===== src/sv/lpfd_pkg.sv =====
package lpfd_pkg;

   // register map, selected by csr_paddr[2]
   localparam int CSR_ADDR_W = 3;
   localparam logic CSR_IDX_MARKER = 1'b0;
   localparam logic CSR_IDX_MAX_LEN = 1'b1;

   // register reset values
   localparam logic [7:0] MARKER_RESET = 8'h3E;
   localparam logic [15:0] MAX_LEN_RESET = 16'd256;

   // queue between the header parser and the result port
   localparam int QUEUE_DEPTH = 4;
   localparam int QPTR_W = $clog2(QUEUE_DEPTH);
   localparam int QCNT_W = $clog2(QUEUE_DEPTH + 1);

   // parser phase
   typedef enum logic [1:0] {
      PH_HUNT = 2'd0,
      PH_LOW  = 2'd1,
      PH_HIGH = 2'd2,
      PH_DATA = 2'd3
   } phase_type;

   // one payload word on its way out
   typedef struct packed {
      logic [7:0]  payload_byte;
      logic        first_of_frame;
      logic        last_of_frame;
      logic [15:0] frame_length;
   } word_type;

endpackage


===== src/sv/lpfd_front.sv =====
module lpfd_front (
   input  logic              clock,
   input  logic              reset,
   input  logic              in_valid,
   output logic              in_ready,
   input  logic [7:0]        rx_byte,
   input  logic [7:0]        marker,
   input  logic [15:0]       max_len,
   input  logic              queue_full,
   output logic              push_valid,
   output lpfd_pkg::word_type push_word
);
   import lpfd_pkg::*;

   phase_type   phase_ff, phase_in;
   logic [7:0]  len_low_ff, len_low_in;
   logic [15:0] hdr_len_ff, hdr_len_in;
   logic [15:0] remain_ff, remain_in;
   logic [15:0] rx_len;
   logic        accept;
   logic        last_byte;

   // take a word whenever the queue has room
   assign in_ready = !queue_full;
   assign accept = in_valid && in_ready;
   assign rx_len = {rx_byte, len_low_ff};
   assign last_byte = (remain_ff <= 16'd1);

   // state register
   always_ff @(posedge clock) begin
      if (reset) begin
         phase_ff <= PH_HUNT;
         len_low_ff <= '0;
         hdr_len_ff <= '0;
         remain_ff <= '0;
      end else begin
         phase_ff <= phase_in;
         len_low_ff <= len_low_in;
         hdr_len_ff <= hdr_len_in;
         remain_ff <= remain_in;
      end
   end

   // header parsing and payload tagging
   always_comb begin
      phase_in = phase_ff;
      len_low_in = len_low_ff;
      hdr_len_in = hdr_len_ff;
      remain_in = remain_ff;
      push_valid = 1'b0;
      push_word.payload_byte = rx_byte;
      push_word.first_of_frame = (remain_ff == hdr_len_ff);
      push_word.last_of_frame = last_byte;
      push_word.frame_length = hdr_len_ff;
      if (accept) begin
         case (phase_ff)
            PH_HUNT: begin
               if (rx_byte == marker) begin
                  phase_in = PH_LOW;
               end
            end
            PH_LOW: begin
               len_low_in = rx_byte;
               phase_in = PH_HIGH;
            end
            PH_HIGH: begin
               if (rx_len > max_len) begin
                  // false marker: rescan the two length bytes
                  if (len_low_ff == marker) begin
                     len_low_in = rx_byte;
                     phase_in = PH_HIGH;
                  end else if (rx_byte == marker) begin
                     phase_in = PH_LOW;
                  end else begin
                     phase_in = PH_HUNT;
                  end
               end else if (rx_len == 16'd0) begin
                  phase_in = PH_HUNT;
               end else begin
                  hdr_len_in = rx_len;
                  remain_in = rx_len;
                  phase_in = PH_DATA;
               end
            end
            PH_DATA: begin
               push_valid = 1'b1;
               if (last_byte) begin
                  remain_in = '0;
                  phase_in = PH_HUNT;
               end else begin
                  remain_in = remain_ff - 16'd1;
               end
            end
            default: begin
               phase_in = PH_HUNT;
            end
         endcase
      end
   end

`ifndef SYNTHESIS
   // a frame in progress always has bytes left within its header length
   a_remain_range: assert property (@(posedge clock) disable iff (reset)
      (phase_ff == PH_DATA) |-> (remain_ff != 16'd0 && remain_ff <= hdr_len_ff))
      else $error("payload count out of range");

   // the last payload byte returns the parser to hunting
   a_last_ends: assert property (@(posedge clock) disable iff (reset)
      (accept && phase_ff == PH_DATA && last_byte) |=> (phase_ff == PH_HUNT))
      else $error("frame did not end after last byte");

   // entering payload starts with the full header length
   a_data_entry: assert property (@(posedge clock) disable iff (reset)
      (phase_ff == PH_DATA && $past(phase_ff) != PH_DATA) |-> (remain_ff == hdr_len_ff))
      else $error("payload count not loaded from header");
`endif

endmodule


===== src/sv/lpfd_queue.sv =====
module lpfd_queue (
   input  logic               clock,
   input  logic               reset,
   input  logic               push_valid,
   input  lpfd_pkg::word_type push_word,
   output logic               full,
   output logic               out_valid,
   input  logic               out_ready,
   output lpfd_pkg::word_type out_word
);
   import lpfd_pkg::*;

   word_type          store_ff [QUEUE_DEPTH];
   logic [QPTR_W-1:0] wr_ptr_ff, wr_ptr_in;
   logic [QPTR_W-1:0] rd_ptr_ff, rd_ptr_in;
   logic [QCNT_W-1:0] count_ff, count_in;
   logic              push;
   logic              pop;

   assign full = (count_ff == QCNT_W'(QUEUE_DEPTH));
   assign out_valid = (count_ff != '0);
   assign out_word = store_ff[rd_ptr_ff];
   assign push = push_valid && !full;
   assign pop = out_valid && out_ready;

   // pointer and fill count update
   always_comb begin
      wr_ptr_in = wr_ptr_ff;
      rd_ptr_in = rd_ptr_ff;
      count_in = count_ff;
      if (push) begin
         wr_ptr_in = (wr_ptr_ff == QPTR_W'(QUEUE_DEPTH - 1)) ? '0 : wr_ptr_ff + QPTR_W'(1);
      end
      if (pop) begin
         rd_ptr_in = (rd_ptr_ff == QPTR_W'(QUEUE_DEPTH - 1)) ? '0 : rd_ptr_ff + QPTR_W'(1);
      end
      if (push && !pop) begin
         count_in = count_ff + QCNT_W'(1);
      end else if (pop && !push) begin
         count_in = count_ff - QCNT_W'(1);
      end
   end

   always_ff @(posedge clock) begin
      if (reset) begin
         wr_ptr_ff <= '0;
         rd_ptr_ff <= '0;
         count_ff <= '0;
      end else begin
         wr_ptr_ff <= wr_ptr_in;
         rd_ptr_ff <= rd_ptr_in;
         count_ff <= count_in;
      end
   end

   // storage, no reset
   always_ff @(posedge clock) begin
      if (push) begin
         store_ff[wr_ptr_ff] <= push_word;
      end
   end

`ifndef SYNTHESIS
   // the fill count never passes the depth
   a_count_bound: assert property (@(posedge clock) disable iff (reset)
      count_ff <= QCNT_W'(QUEUE_DEPTH))
      else $error("queue overfilled");

   // the parser never offers a word into a full queue
   a_no_drop: assert property (@(posedge clock) disable iff (reset)
      push_valid |-> !full)
      else $error("word pushed into full queue");

   // fill count tracks the pointer distance
   a_ptr_count: assert property (@(posedge clock) disable iff (reset)
      (count_ff != '0 && count_ff != QCNT_W'(QUEUE_DEPTH)) |-> (wr_ptr_ff != rd_ptr_ff))
      else $error("queue pointers disagree with count");
`endif

endmodule


===== src/sv/length_prefixed_frame_deframer.sv =====
// Length-prefixed frame deframer.
// req channel: one received byte per word (req_rx_byte), valid/ready.
// rsp channel: one payload byte per word with first/last flags and the
// header's frame length, valid/ready.
// csr port: APB-style; 0x0 marker byte (reset 0x3E), 0x4 largest accepted
// payload length (reset 256). Writes complete in the access cycle; write
// only while no frame is in flight.
// The parser hunts for the marker, reads a little-endian 16-bit length and
// tags the following length bytes as payload. Header bytes, oversize and
// zero-length headers produce no output word.
// Throughput: one byte per cycle while the queue is not full.
// An accepted payload byte is registered in the queue and presented on rsp from there.
// A four-word queue sits between parser and rsp; when rsp_ready is held low
// the queue fills and req_ready drops after four payload words are pending.
// Reset (synchronous) returns the parser to hunting, empties the queue and
// restores both registers to their defaults.
module length_prefixed_frame_deframer (
   input  logic                              clock,
   input  logic                              reset,
   input  logic                              req_valid,
   output logic                              req_ready,
   input  logic [7:0]                        req_rx_byte,
   output logic                              rsp_valid,
   input  logic                              rsp_ready,
   output logic [7:0]                        rsp_payload_byte,
   output logic                              rsp_first_of_frame,
   output logic                              rsp_last_of_frame,
   output logic [15:0]                       rsp_frame_length,
   input  logic                              csr_psel,
   input  logic                              csr_penable,
   input  logic                              csr_pwrite,
   input  logic [lpfd_pkg::CSR_ADDR_W-1:0]   csr_paddr,
   input  logic [31:0]                       csr_pwdata,
   output logic [31:0]                       csr_prdata,
   output logic                              csr_pready
);
   import lpfd_pkg::*;

   logic [7:0]  marker_ff;
   logic [15:0] max_len_ff;
   logic        csr_write;
   logic        queue_full;
   logic        push_valid;
   word_type    push_word;
   word_type    out_word;

   // configuration registers
   assign csr_pready = 1'b1;
   assign csr_write = csr_psel && csr_penable && csr_pwrite && csr_pready;

   always_ff @(posedge clock) begin
      if (reset) begin
         marker_ff <= MARKER_RESET;
         max_len_ff <= MAX_LEN_RESET;
      end else if (csr_write) begin
         case (csr_paddr[2])
            CSR_IDX_MARKER: marker_ff <= csr_pwdata[7:0];
            CSR_IDX_MAX_LEN: max_len_ff <= csr_pwdata[15:0];
            default: begin
            end
         endcase
      end
   end

   // register readback
   always_comb begin
      case (csr_paddr[2])
         CSR_IDX_MARKER: csr_prdata = {24'd0, marker_ff};
         CSR_IDX_MAX_LEN: csr_prdata = {16'd0, max_len_ff};
         default: csr_prdata = '0;
      endcase
   end

   // header parser
   lpfd_front u_front (
      .clock      (clock),
      .reset      (reset),
      .in_valid   (req_valid),
      .in_ready   (req_ready),
      .rx_byte    (req_rx_byte),
      .marker     (marker_ff),
      .max_len    (max_len_ff),
      .queue_full (queue_full),
      .push_valid (push_valid),
      .push_word  (push_word)
   );

   // output queue
   lpfd_queue u_queue (
      .clock      (clock),
      .reset      (reset),
      .push_valid (push_valid),
      .push_word  (push_word),
      .full       (queue_full),
      .out_valid  (rsp_valid),
      .out_ready  (rsp_ready),
      .out_word   (out_word)
   );

   assign rsp_payload_byte = out_word.payload_byte;
   assign rsp_first_of_frame = out_word.first_of_frame;
   assign rsp_last_of_frame = out_word.last_of_frame;
   assign rsp_frame_length = out_word.frame_length;

endmodule


===== config.mk =====
export PLATFORM = sky130hd
export DESIGN_NAME = length_prefixed_frame_deframer
export DESIGN_NICKNAME = d
export VERILOG_FILES = /design/src/sv/lpfd_pkg.sv /design/src/sv/lpfd_front.sv /design/src/sv/lpfd_queue.sv /design/src/sv/length_prefixed_frame_deframer.sv
export SDC_FILE = /design/constraint.sdc
export NUM_CORES = 1
export LEC_CHECK = 0
export ABC_AREA = 1
export ABC_CLOCK_PERIOD_IN_PS = 2800
export BUFFER_PORTS_ARGS = -buffer_cell sky130_fd_sc_hd__buf_4
export CORE_ASPECT_RATIO = 0.75
export CORE_MARGIN = 3
export CORE_UTILIZATION = 41
export CTS_CLUSTER_SIZE = 8
export DETAILED_ROUTE_END_ITERATION = 10
export GPL_ROUTABILITY_DRIVEN = 0
export GPL_TIMING_DRIVEN = 0
export PLACE_DENSITY_LB_ADDON = 0.12
export SETUP_SLACK_MARGIN = 0.5
export SLEW_MARGIN = 20
export SYNTH_ARGS = -nofsm -noshare
export SYNTH_HDL_FRONTEND = slang
export SYNTH_SLANG_ARGS = --single-unit

===== constraint.sdc =====
create_clock -name clock -period 2.8 [get_ports clock]
set_clock_uncertainty 0.2 [all_clocks]
set_input_delay 0.14 -clock clock [delete_from_list [all_inputs] [get_ports clock]]
set_output_delay 0.14 -clock clock [all_outputs]
set_load 0.03 [all_outputs]

==> results.tsv <==
stage	metric	value	unit
outcome	status	finished clean	
final_layout	nets@finish	1240	
power	sw frac	0.3302	
clock_tree	CTS tree	done	
routing	Routed WL	24400	um
worst_setup_path	Buf+Inv Stages, Crit Path	4	
floorplan	FP Rows	45	
worst_setup_path	CP Max Fanout	7	
final_layout	number of diodes	0	
worst_setup_path	Slowest-stage cell, CP	dlygate4sd3_1	
clock_tree	Root Buffer	clkbuf_16	
power	clock network fraction of total power	0.357	
clock_tree	Clk Latency, worst-skew pair	0.44	ns
routing	vias per inst	5.025	
worst_setup_path	Critical Path AT	2.37	ns
final_layout	synthesis-to-layout area growth	30.54	%
power	Power Internal	0.004776	W
floorplan	I/O pin total	111	
yosys	most instantiated library cell after synthesis	nor2_1	
power	sequential power share	0.400	
routing	drt wl/cell	16.76	um
placement	Place WS	0.1800	ns
worst_setup_path	Critical Path Start Type	input pin	
global_routing	total grt overflow	0	
floorplan	initial core utilization	0.4234	
final_layout	Final Cell Area	0.01136	mm^2
power	cell area power density	627.8	mW/mm^2
floorplan	Die Ht	132.2	um
clock_tree	CTS sink count	179	
routing	DRC	0	
sta	Fin Setup TNS	0	ns
power	Psw	0.002354	W
power	Peak VDD IR	0.2731	mV
min_path	Hold Startpoint	csr_penable	
worst_setup_path	CP cell instances	dlygate4sd3_1 -> buf_6 -> ha_4 -> nand4_1 -> nor3_4 -> nand3_4 -> nand2_4 -> nand3_4 -> buf_8 -> clkbuf_16 -> nand2_2 -> a21oi_1	
routing	post-route ant nets	0	
sta	min Tclk post-route	2.275	ns
sta	final setup violating endpoints	0	
min_path	Hold Path Class	input pin to flip-flop	
placement	Port-buffer cells	74	
yosys	cell area after synthesis	0.008701	mm^2
routing	DR pass1 iterations	5	
sta	Hold Vio Cnt, Final	0	
yosys	Post-synth ARST share	0	
yosys	Synth cell types	35	
sta	Worst Tran Pin Value	0.6910	ns
clock_tree	Max clock buf depth	2	
yosys	Post-synth top cells	nor2_1 (178), nand2_1 (157), edfxtp_1 (104)	
worst_setup_path	Worst R2R Start	max_len_ff[8]$_SDFFE_PP1P_	
sta	Fin Hold WS	0.02458	ns
yosys	largest cells by area after synthesis	edfxtp_1 (36%), dfxtp_1 (17%), nor2_1 (7.7%)	
power	Pwr Total	0.007130	W
yosys	sequential-to-total area share from yosys stat	0.5315	
global_routing	antenna violations before repair	0	
yosys	top_reg_cell synth	edfxtp_1	
min_path	Hold EP	max_len_ff[0]$_SDFFE_PP0P_	
yosys	YS warnings	0	
yosys	Synth Area per Inst	8.753	um^2
sta	Setup WS post-layout	0.5246	ns
floorplan	die footprint	0.02302	mm^2
placement	Post-Place Cell Area	0.009787	mm^2
worst_setup_path	delay-heaviest family, CP	buffers and inverters	
worst_setup_path	Worst setup EP type	flip-flop	
sta	fin. max-slew vios	0	
global_routing	total global-route track usage	0.2075	
clock_tree	clock transition at the registers of the reported paths	0.08	ns
yosys	Seq cells post-synth	179	
min_path	worst hold path depth	5	
sta	Period Utilization, post-route	0.8126	
worst_setup_path	FF-to-FF setup slack	0.55	ns
sta	relative slew slack	0.5376	
worst_setup_path	kind of critical path	input pin to flip-flop	
clock_tree	htree depth	4	
placement	hpwl dp	16650	um
sta	RSZ-0062 raised after global routing	true	
worst_setup_path	Reg2Reg Depth	11	
run	max cap viols	0	
global_routing	first-pass GRT wire length	37630	um
routing	Iter 0 DRT Violations	545	
global_routing	largest net degree at the start of global routing	21	
power	combinational share of power	0.244	
worst_setup_path	Worst path max stage delay	0.55	ns
floorplan	Die Wd	174.2	um
worst_setup_path	worst path required time	2.89	ns
global_routing	vias in the first global route	6775	
worst_setup_path	Crit Reg-Reg Endpoint	u_front.hdr_len_ff[14]$_SDFFE_PP0P_	
routing	vias	7316	
worst_setup_path	cell mode on critical path	nand3_4	
sta	fmax	0.4395	GHz
yosys	Post-synth EDFFs	104	
yosys	largest area contributor in the netlist	edfxtp_1	
yosys	top-area cell type share of the netlist area	0.3589	
power	leakage	4.629	nW
yosys	Syn Inst Count	994	
final_layout	layout cells sized above 1	0.2232	
clock_tree	clock buffer count from CTS	17	
floorplan	Core Area	0.02055	mm^2
[cells in the final DEF, fill, tap and decap left out, types with 8 or more instances in the layout]
master,netlist,layout
a21oi_1,51,44
dfxtp_2,0,12
nor2_2,2,8
xnor2_1,23,23
nand3_1,40,36
conb_1,2,17
clkbuf_2,0,10
dlygate4sd3_1,0,32
nor2_1,178,166
nand2_2,5,10
o22ai_1,27,27
edfxtp_1,104,104
buf_2,8,10
nand2_1,157,145
inv_1,91,85
xor2_1,9,9
nand4_1,35,35
ha_1,28,20
clkbuf_16,0,19
a21oi_2,2,9
buf_4,20,105
o21ai_0,90,88
clkbuf_1,26,13
dfxtp_1,75,57
[worst register-to-register path, delay by kind of cell (launching register included)]
kind                       cells  cell delay [ns]
and+or+nand+nor                6             0.90
buffers and inverters          3             0.36
DFF                            1             0.33
adders and majority gates      1             0.28
AOI/OAI and AO/OA              1             0.05
[routing by layer]
layer | part of all wire | global-route usage | vias to the layer above
met5 | 0 | 0 | -
li1 | - | - | 3654
met4 | 0.0099 | 0.04375 | 0
met3 | 0.064 | 0.04692 | 21
met2 | 0.44 | 0.3181 | 214
met1 | 0.48 | 0.3021 | 3427
[through the flow]
| step | instances | util |
|---|---|---|
| finish | 1456 | 0.5527 |
| floorplan | 1009 | - |
| global placement | 1365 | 0.4712 |
| global route | 1456 | 0.5527 |
| detailed placement | 1368 | 0.4762 |
| CTS | 1437 | 0.5284 |
[sequential cells by signal, indices dropped and copies added, names as in the netlist, named ones only]
signal / flops
u_front.phase_ff: 2
u_front.remain_ff: 16
marker_ff: 8
u_queue.wr_ptr_ff: 2
u_queue.count_ff: 3
u_front.len_low_ff: 8
u_front.hdr_len_ff: 16
u_queue.rd_ptr_ff: 2
u_queue.store_ff: 104
max_len_ff: 16
[repair_timing]
item	in CTS	in global routing
hold buffers	33	1
gates cloned	1	2
hold endpoints to repair	76	2
gates resized for setup	31	90
setup endpoints to repair	159	99
pin swaps	3	16
setup buffers	3	16
[how the worst max path moves through the flow]
stage	startpoint	to	slack, ns	cells after the start
6_report	req_rx_byte[1]	u_front.hdr_len_ff[14]$_SDFFE_PP0P_	0.52	12
5_1_grt	req_rx_byte[1]	u_front.hdr_len_ff[11]$_SDFFE_PP0P_	0.44	13
4_1_cts	flip-flop	rsp_frame_length[4]	0.50	6
3_5_place_dp	u_front.phase_ff[0]$_SDFFE_PP0P_	u_queue.store_ff[1][12]$_DFFE_PP_	0.18	6
3_3_place_gp	u_front.phase_ff[0]$_SDFFE_PP0P_	u_queue.store_ff[0][11]$_DFFE_PP_	-0.30	6
2_1_floorplan	u_front.phase_ff[0]$_SDFFE_PP0P_	u_queue.store_ff[0][0]$_DFFE_PP_	0.46	6
[cells by family after synthesis]
group                    share of synthesized area
AO/OA/AOI/OAI                               0.1087
XOR/XNOR                                   0.03221
adder cells (fa/ha/maj)                    0.04257
buffers and inverters                      0.07751
flip-flops                                  0.5315
other                                    0.0008631
AND/OR/NAND/NOR                             0.2066
[power groups by stage]
stage | registers [W] | logic (W) | clock network, W
after global placement | 0.00291 | 0.00162 | 0
after floorplan | 0.00289 | 0.00103 | 0
after global routing | 0.00286 | 0.00189 | 0.00269
after detailed placement | 0.00291 | 0.00164 | 0
final | 0.00285 | 0.00174 | 0.00254
after CTS | 0.00285 | 0.00169 | 0.00258
[final cells by class]
cell class                 count  area [um^2]
fill                        1896         9193
sequential                   179         4662
multi-input combinational    680         3769
timing repair buffer         132         1220
clock buffer                  17        425.4
buffer                        59        374.1
tap                          282        352.8
inverter                      92        350.3
clock inverter                15        205.2
Note: power is estimated with default switching activity, not from simulation.
